$ cat config.mk
export PLATFORM = sky130hd
export DESIGN_NAME = serial_packet_deframer
export DESIGN_NICKNAME = d
export VERILOG_FILES = /design/src/spd_pkg.sv /design/src/spd_in_stage.sv /design/src/spd_core.sv /design/src/spd_out_stage.sv /design/src/serial_packet_deframer.sv
export SDC_FILE = /design/constraint.sdc
export NUM_CORES = 1
export LEC_CHECK = 0
export BUFFER_PORTS_ARGS = -buffer_cell sky130_fd_sc_hd__buf_2
export CELL_PAD_IN_SITES_DETAIL_PLACEMENT = 1
export CELL_PAD_IN_SITES_GLOBAL_PLACEMENT = 1
export CORE_ASPECT_RATIO = 1.1
export CORE_MARGIN = 5
export CORE_UTILIZATION = 25
export DETAILED_ROUTE_END_ITERATION = 10
export PLACE_DENSITY = 0.46
export SLEW_MARGIN = 25
export SYNTH_ARGS = -nofsm -noshare
export SYNTH_HDL_FRONTEND = slang
export SYNTH_HIERARCHICAL = 1
export SYNTH_SLANG_ARGS = --single-unit
$ cat constraint.sdc
create_clock -name clk -period 5.85 [get_ports clk]
set_input_delay 1.17 -clock clk [delete_from_list [all_inputs] [get_ports clk]]
set_output_delay 1.17 -clock clk [all_outputs]
set_load 0.005 [all_outputs]
$ cat src/spd_pkg.sv
`default_nettype none
package spd_pkg;

  localparam logic [7:0] SyncByte  = 8'h55;
  localparam logic [7:0] BcastAddr = 8'hFF;

  localparam logic [7:0]  NodeAddrRst   = 8'd1;
  localparam logic [7:0]  MaxLengthRst  = 8'd255;
  localparam logic [15:0] GapTimeoutRst = 16'd100;

  localparam logic [1:0] CfgNodeAddress = 2'd0;
  localparam logic [1:0] CfgMaxLength   = 2'd1;
  localparam logic [1:0] CfgGapTimeout  = 2'd2;

  typedef enum logic [1:0] {
    PH_HUNT = 2'd0,
    PH_DEST = 2'd1,
    PH_LEN  = 2'd2,
    PH_DATA = 2'd3
  } phase_t;

  typedef enum logic {
    OP_BYTE = 1'b0,
    OP_TICK = 1'b1
  } opcode_t;

  typedef enum logic [1:0] {
    KIND_DATA  = 2'd0,
    KIND_EMPTY = 2'd1,
    KIND_ABORT = 2'd2
  } kind_t;

  typedef struct packed {
    opcode_t    opcode;
    logic [7:0] rx_byte;
  } item_t;

  typedef struct packed {
    kind_t      event_kind;
    logic [7:0] payload_byte;
    logic       last_byte;
    logic [7:0] packet_length;
  } result_t;

  typedef struct packed {
    logic [7:0]  node_address;
    logic [7:0]  max_length;
    logic [15:0] gap_timeout;
  } cfg_t;

endpackage
`default_nettype wire

$ cat src/spd_in_stage.sv
`default_nettype none
module spd_in_stage (
  input  wire logic           clk,
  input  wire logic           rst,
  input  wire logic           in_valid,
  output logic                in_ready,
  input  wire spd_pkg::item_t in_item,
  output logic                item_valid,
  output spd_pkg::item_t      item,
  input  wire logic           item_take
);

  logic valid;
  spd_pkg::item_t item_reg;

  assign in_ready   = !valid || item_take;
  assign item_valid = valid;
  assign item       = item_reg;

  always_ff @(posedge clk) begin
    if (rst) begin
      valid <= 1'b0;
    end else if (in_ready) begin
      valid <= in_valid;
    end
  end

  always_ff @(posedge clk) begin
    if (in_valid && in_ready) begin
      item_reg <= in_item;
    end
  end

endmodule
`default_nettype wire

$ cat src/spd_core.sv
`default_nettype none
module spd_core (
  input  wire logic             clk,
  input  wire logic             rst,
  input  wire spd_pkg::cfg_t    cfg,
  input  wire logic             take,
  input  wire spd_pkg::item_t   item,
  output logic                  res_valid,
  output spd_pkg::result_t      res
);

  spd_pkg::phase_t phase, phase_next;
  logic [7:0]  bytes_left, bytes_left_next;
  logic [7:0]  frame_length, frame_length_next;
  logic [15:0] gap_count, gap_count_next;
  logic [15:0] gap_inc;
  logic [7:0]  left_dec;

  always_ff @(posedge clk) begin
    if (rst) begin
      phase        <= spd_pkg::PH_HUNT;
      bytes_left   <= 8'd0;
      frame_length <= 8'd0;
      gap_count    <= 16'd0;
    end else if (take) begin
      phase        <= phase_next;
      bytes_left   <= bytes_left_next;
      frame_length <= frame_length_next;
      gap_count    <= gap_count_next;
    end
  end

  assign gap_inc  = (gap_count == 16'hFFFF) ? gap_count : gap_count + 16'd1;
  assign left_dec = bytes_left - 8'd1;

  always_comb begin
    phase_next        = phase;
    bytes_left_next   = bytes_left;
    frame_length_next = frame_length;
    gap_count_next    = gap_count;
    res_valid         = 1'b0;
    res.event_kind    = spd_pkg::KIND_DATA;
    res.payload_byte  = 8'd0;
    res.last_byte     = 1'b0;
    res.packet_length = 8'd0;

    if (item.opcode == spd_pkg::OP_TICK) begin
      if (phase != spd_pkg::PH_HUNT) begin
        gap_count_next = gap_inc;
        if (gap_inc > cfg.gap_timeout) begin
          phase_next      = spd_pkg::PH_HUNT;
          gap_count_next  = 16'd0;
          bytes_left_next = 8'd0;
          if (phase == spd_pkg::PH_DATA && bytes_left < frame_length) begin
            res_valid         = 1'b1;
            res.event_kind    = spd_pkg::KIND_ABORT;
            res.packet_length = frame_length;
          end
        end
      end
    end else begin
      gap_count_next = 16'd0;
      case (phase)
        spd_pkg::PH_HUNT: begin
          if (item.rx_byte == spd_pkg::SyncByte) begin
            phase_next = spd_pkg::PH_DEST;
          end
        end
        spd_pkg::PH_DEST: begin
          if (item.rx_byte == spd_pkg::BcastAddr || item.rx_byte == cfg.node_address) begin
            phase_next = spd_pkg::PH_LEN;
          end else begin
            phase_next = spd_pkg::PH_HUNT;
          end
        end
        spd_pkg::PH_LEN: begin
          if (item.rx_byte > cfg.max_length) begin
            phase_next = spd_pkg::PH_HUNT;
          end else if (item.rx_byte == 8'd0) begin
            frame_length_next = 8'd0;
            bytes_left_next   = 8'd0;
            phase_next        = spd_pkg::PH_HUNT;
            res_valid         = 1'b1;
            res.event_kind    = spd_pkg::KIND_EMPTY;
          end else begin
            frame_length_next = item.rx_byte;
            bytes_left_next   = item.rx_byte;
            phase_next        = spd_pkg::PH_DATA;
          end
        end
        spd_pkg::PH_DATA: begin
          if (bytes_left == 8'd0) begin
            phase_next = spd_pkg::PH_HUNT;
          end else begin
            bytes_left_next   = left_dec;
            res_valid         = 1'b1;
            res.event_kind    = spd_pkg::KIND_DATA;
            res.payload_byte  = item.rx_byte;
            res.last_byte     = (left_dec == 8'd0);
            res.packet_length = frame_length;
            if (left_dec == 8'd0) begin
              phase_next = spd_pkg::PH_HUNT;
            end
          end
        end
        default: begin
          phase_next = spd_pkg::PH_HUNT;
        end
      endcase
    end
  end

endmodule
`default_nettype wire

$ cat src/spd_out_stage.sv
`default_nettype none
module spd_out_stage (
  input  wire logic             clk,
  input  wire logic             rst,
  output logic                  ready,
  input  wire logic             load,
  input  wire spd_pkg::result_t res,
  output logic                  out_valid,
  input  wire logic             out_ready,
  output spd_pkg::result_t      out_res
);

  logic valid;
  spd_pkg::result_t res_reg;

  assign ready     = !valid || out_ready;
  assign out_valid = valid;
  assign out_res   = res_reg;

  always_ff @(posedge clk) begin
    if (rst) begin
      valid <= 1'b0;
    end else if (ready) begin
      valid <= load;
    end
  end

  always_ff @(posedge clk) begin
    if (ready && load) begin
      res_reg <= res;
    end
  end

endmodule
`default_nettype wire

$ cat src/serial_packet_deframer.sv
`default_nettype none
// Sync/address/length packet deframer. Each input item is a received byte or a
// one-millisecond tick; frames of sync 0x55, destination (0xFF or node_address),
// length (<= max_length) and payload come out as one item per payload byte
// (tlast on the final one), one item per empty packet and one per timed-out
// packet whose payload had started. One item is taken per cycle while the output
// side keeps up: it is held in an input register, the frame state updates in that
// cycle, and the result, if any, lands in an output register.
module serial_packet_deframer (
  input  wire logic        clk,
  input  wire logic        rst,
  input  wire logic        s_tvalid,
  output logic             s_tready,
  input  wire logic [7:0]  s_tdata,   // [7:0] rx_byte
  input  wire logic        s_tuser,   // [0] opcode
  output logic             m_tvalid,
  input  wire logic        m_tready,
  output logic [15:0]      m_tdata,   // [7:0] payload_byte, [15:8] packet_length
  output logic [1:0]       m_tuser,   // [1:0] event_kind
  output logic             m_tlast,   // last_byte
  input  wire logic        cfg_we,
  input  wire logic [1:0]  cfg_index,
  input  wire logic [15:0] cfg_data
);

  spd_pkg::cfg_t    cfg;
  spd_pkg::item_t   in_item;
  spd_pkg::item_t   item;
  spd_pkg::result_t res;
  spd_pkg::result_t out_res;
  logic item_valid;
  logic take;
  logic out_ready;
  logic res_valid;

  always_ff @(posedge clk) begin
    if (rst) begin
      cfg.node_address <= spd_pkg::NodeAddrRst;
      cfg.max_length   <= spd_pkg::MaxLengthRst;
      cfg.gap_timeout  <= spd_pkg::GapTimeoutRst;
    end else if (cfg_we) begin
      case (cfg_index)
        spd_pkg::CfgNodeAddress: cfg.node_address <= cfg_data[7:0];
        spd_pkg::CfgMaxLength:   cfg.max_length   <= cfg_data[7:0];
        spd_pkg::CfgGapTimeout:  cfg.gap_timeout  <= cfg_data;
        default: begin
        end
      endcase
    end
  end

  assign in_item.opcode  = spd_pkg::opcode_t'(s_tuser);
  assign in_item.rx_byte = s_tdata;
  assign take = item_valid && out_ready;

  spd_in_stage u_in (
    .clk        (clk),
    .rst        (rst),
    .in_valid   (s_tvalid),
    .in_ready   (s_tready),
    .in_item    (in_item),
    .item_valid (item_valid),
    .item       (item),
    .item_take  (take)
  );

  spd_core u_core (
    .clk       (clk),
    .rst       (rst),
    .cfg       (cfg),
    .take      (take),
    .item      (item),
    .res_valid (res_valid),
    .res       (res)
  );

  spd_out_stage u_out (
    .clk       (clk),
    .rst       (rst),
    .ready     (out_ready),
    .load      (take && res_valid),
    .res       (res),
    .out_valid (m_tvalid),
    .out_ready (m_tready),
    .out_res   (out_res)
  );

  assign m_tdata = {out_res.packet_length, out_res.payload_byte};
  assign m_tuser = out_res.event_kind;
  assign m_tlast = out_res.last_byte;

  a_reset_clears_out: assert property (@(posedge clk) rst |=> !m_tvalid)
    else $error("output valid after reset");

  a_kind_legal: assert property (@(posedge clk) disable iff (rst)
    m_tvalid |-> (m_tuser == spd_pkg::KIND_DATA || m_tuser == spd_pkg::KIND_EMPTY ||
                  m_tuser == spd_pkg::KIND_ABORT))
    else $error("illegal event kind");

  a_empty_clean: assert property (@(posedge clk) disable iff (rst)
    (m_tvalid && m_tuser == spd_pkg::KIND_EMPTY) |-> (m_tdata == 16'd0 && !m_tlast))
    else $error("empty packet item carries data");

  a_abort_shape: assert property (@(posedge clk) disable iff (rst)
    (m_tvalid && m_tuser == spd_pkg::KIND_ABORT) |->
      (!m_tlast && m_tdata[7:0] == 8'd0 && m_tdata[15:8] != 8'd0))
    else $error("malformed abort item");

endmodule
`default_nettype wire

==> results_dict.tcl <==
set metrics [dict create \
    ys_top_cells_by_area "dfxtp_1 24%, edfxtp_1 15%, ha_1 7.8%" \
    cts_root_buffer "clkbuf_16" \
    place.port_buffers 52 \
    fin_worst_skew_ns 0.0159 \
    fin_util_pct 29.0 \
    worst-setup-path-type "reg2reg" \
    antenna_found_initial 0 \
    nets 718 \
    grt_max_degree 49 \
    die_w_um 152 \
    overflow 0 \
    synth-edff-count 28 \
    num_antenna_cells 0 \
    fin_cells 951 \
    syn-num-nets 686 \
    ys.flop_type "dfxtp_1" \
    fin_crit_sh_pct 84.2 \
    drc 0 \
    hold_viol_final 0 \
    dpl_cell_area_sq_mm 0.00607 \
    drv_cap 0 \
    clk_latency_ns 0.35 \
    h-tree-depth 3 \
    final_cell_mix "68 x dfxtp_1, 60 x nor2_1, 52 x buf_2" \
    numCtsBuffers 9 \
    cts_tree "yes" \
    cts_setup_buffers 0 \
    drt_iter0_markers 210 \
    coreArea_sq_mm 0.0220 \
    synth_area_sq_mm 0.00558 \
    syn_inst 619 \
    largest_register_ffs 32 \
    grtUsageTotal_pct 12.8 \
    postCtsResizedCells 0 \
    first_pass_iters 4 \
    avgSynthCellArea_sq_um 9.02 \
    peakVddDrop_mv 0.147 \
    gp_congestion 0.768 \
    powerDensity_mw_per_mm2 226 \
    final_area_sq_mm 0.00638 \
    routed_wl_um 16200 \
    ys_ff_latch 96 \
    cp.required_ns 5.94 \
    ys_warn_count 6 \
    cts_sinks 96 \
    synth_top_cell_by_area "dfxtp_1" \
    ys_seq_area_share_pct 39.4 \
    min_path_type "reg2reg" \
    die_h_um 167 \
    drive_gt1_share_pct 13.6 \
    netlist-cell-type-count 62 \
    route.vias.total 4491 \
    fin_setup_tns_ns 0 \
    dieArea_sq_mm 0.0254 \
    path_max_fanout 19 \
    rsz0062_at_grt "false" \
    ant_nets 0 \
    async_flop_share_pct 0 \
    fmax_ghz 0.203 \
    clockBufferDepth 2 \
    dp_hpwl_um 12300 \
    routed_via_density 4.72 \
    ios 53 \
    max_slew_margin_pct 33.1 \
    start_util_pct 25.3 \
    core.rowCount 57 \
    final_common_cell "dfxtp_1" \
    clk_pin_slew_worst_paths_ns 0.07 \
    period_minus_slack_ns 4.92 \
    regMostFlops "cfg" \
    worstPathArrival_ns 5.02 \
    hold_buffers 0 \
    end_kind "flop" \
    setup_violations 0 \
    p_leak_uw 0.00264 \
    grt_pass1_vias 4713 \
    cp-start-kind "flop" \
    worst_pin_slew_ns 1.00 \
    synth_top_area_share_pct 24.4 \
    slew_viol_final 0 \
    grt_pass1_wl_um 25900 \
    syn_to_final_growth_pct 14.3 \
    placed_cells 935 \
    wl_per_cell_um 17.1 \
    outcome "finished clean" \
]
-- final timing paths --
path / cells after the start / end / startpoint / slack (ns)
min reg2reg: 2 / cfg[4] / cfg[4] / 0.48
max: 14 / u_out/out_res[9] / u_core/gap_count[0] / 0.93
max reg2reg: 14 / u_out/out_res[9] / u_core/gap_count[0] / 0.93
min: 2 / cfg[4] / cfg[4] / 0.48
-- stage by stage --
step,power [uW],worst slack [ns],hold slack [ns]
floorplan,786,1.56,0.449
global placement,825,1.09,0.463
detailed placement,829,0.915,0.464
CTS,1470,0.901,0.485
global route,1510,0.602,0.513
finish,1440,0.926,0.479
-- worst max-delay path, stage by stage, from the launching register on --
cell	delay [ns]
dfxtp_1	0.41
ha_1	0.38
nand4_1	0.22
or4_1	0.82
nand2_1	0.15
mux2_2	0.17
ha_1	0.24
nand4_1	0.18
o21bai_1	0.11
or3_1	0.34
or3_1	0.46
a31oi_1	0.66
nand2b_1	0.10
and3_1	0.21
and2_4	0.21
-- layer usage --
layer | GRT usage, % | wire (um) | vias up
li1 | - | - | 2236
met1 | 15.8 | 7520 | 2171
met2 | 22.4 | 7910 | 68
met3 | 2.28 | 460 | 16
met4 | 4.73 | 350 | 0
met5 | 0 | 0 | -
-- where the power goes --
group	switching, uW	internal (uW)	leakage (uW)
Combinational	56.0	40.6	0.00163
Clock	273	361	0.000156
Sequential	19.3	695	0.000858
-- cell families (layout without fill, tap and decap cells) --
group	after synthesis	in the layout	synth area share, %
adder cells (fa/ha/maj)	35	35	7.84
multiplexers	42	42	7.57
flip-flops	96	96	39.4
AO/OA/AOI/OAI	86	86	10.0
AND/OR/NAND/NOR	257	257	25.1
XOR/XNOR	27	27	4.24
buffers and inverters	76	113	5.80
-- Yosys cell counts, drive strengths merged (3+ instances only) --
master / number
a21oi: 33
buf: 12
o32ai: 6
xor2: 4
clkbuf: 22
a21o: 5
and4: 3
nand4: 17
nand2: 37
xnor2: 23
a31oi: 7
nor3b: 4
nor3: 17
and2: 15
nand3: 24
dfxtp: 68
and3b: 3
nor2: 60
ha: 35
mux2i: 40
nand2b: 43
edfxtp: 28
nor2b: 4
nor4: 8
and3: 7
o31ai: 3
or3: 3
inv: 42
o21ai: 13
or4: 5
-- area by class of cell --
type                       instances  area, sq um
clock buffer                      11          254
clock inverter                     5         61.3
fill                            2562        15700
inverter                          42          158
multi-input combinational        447         3060
sequential                        96         2200
tap                              295          369
timing repair buffer              55          283
No activity file was read; power rests on OpenSTA's default activity.
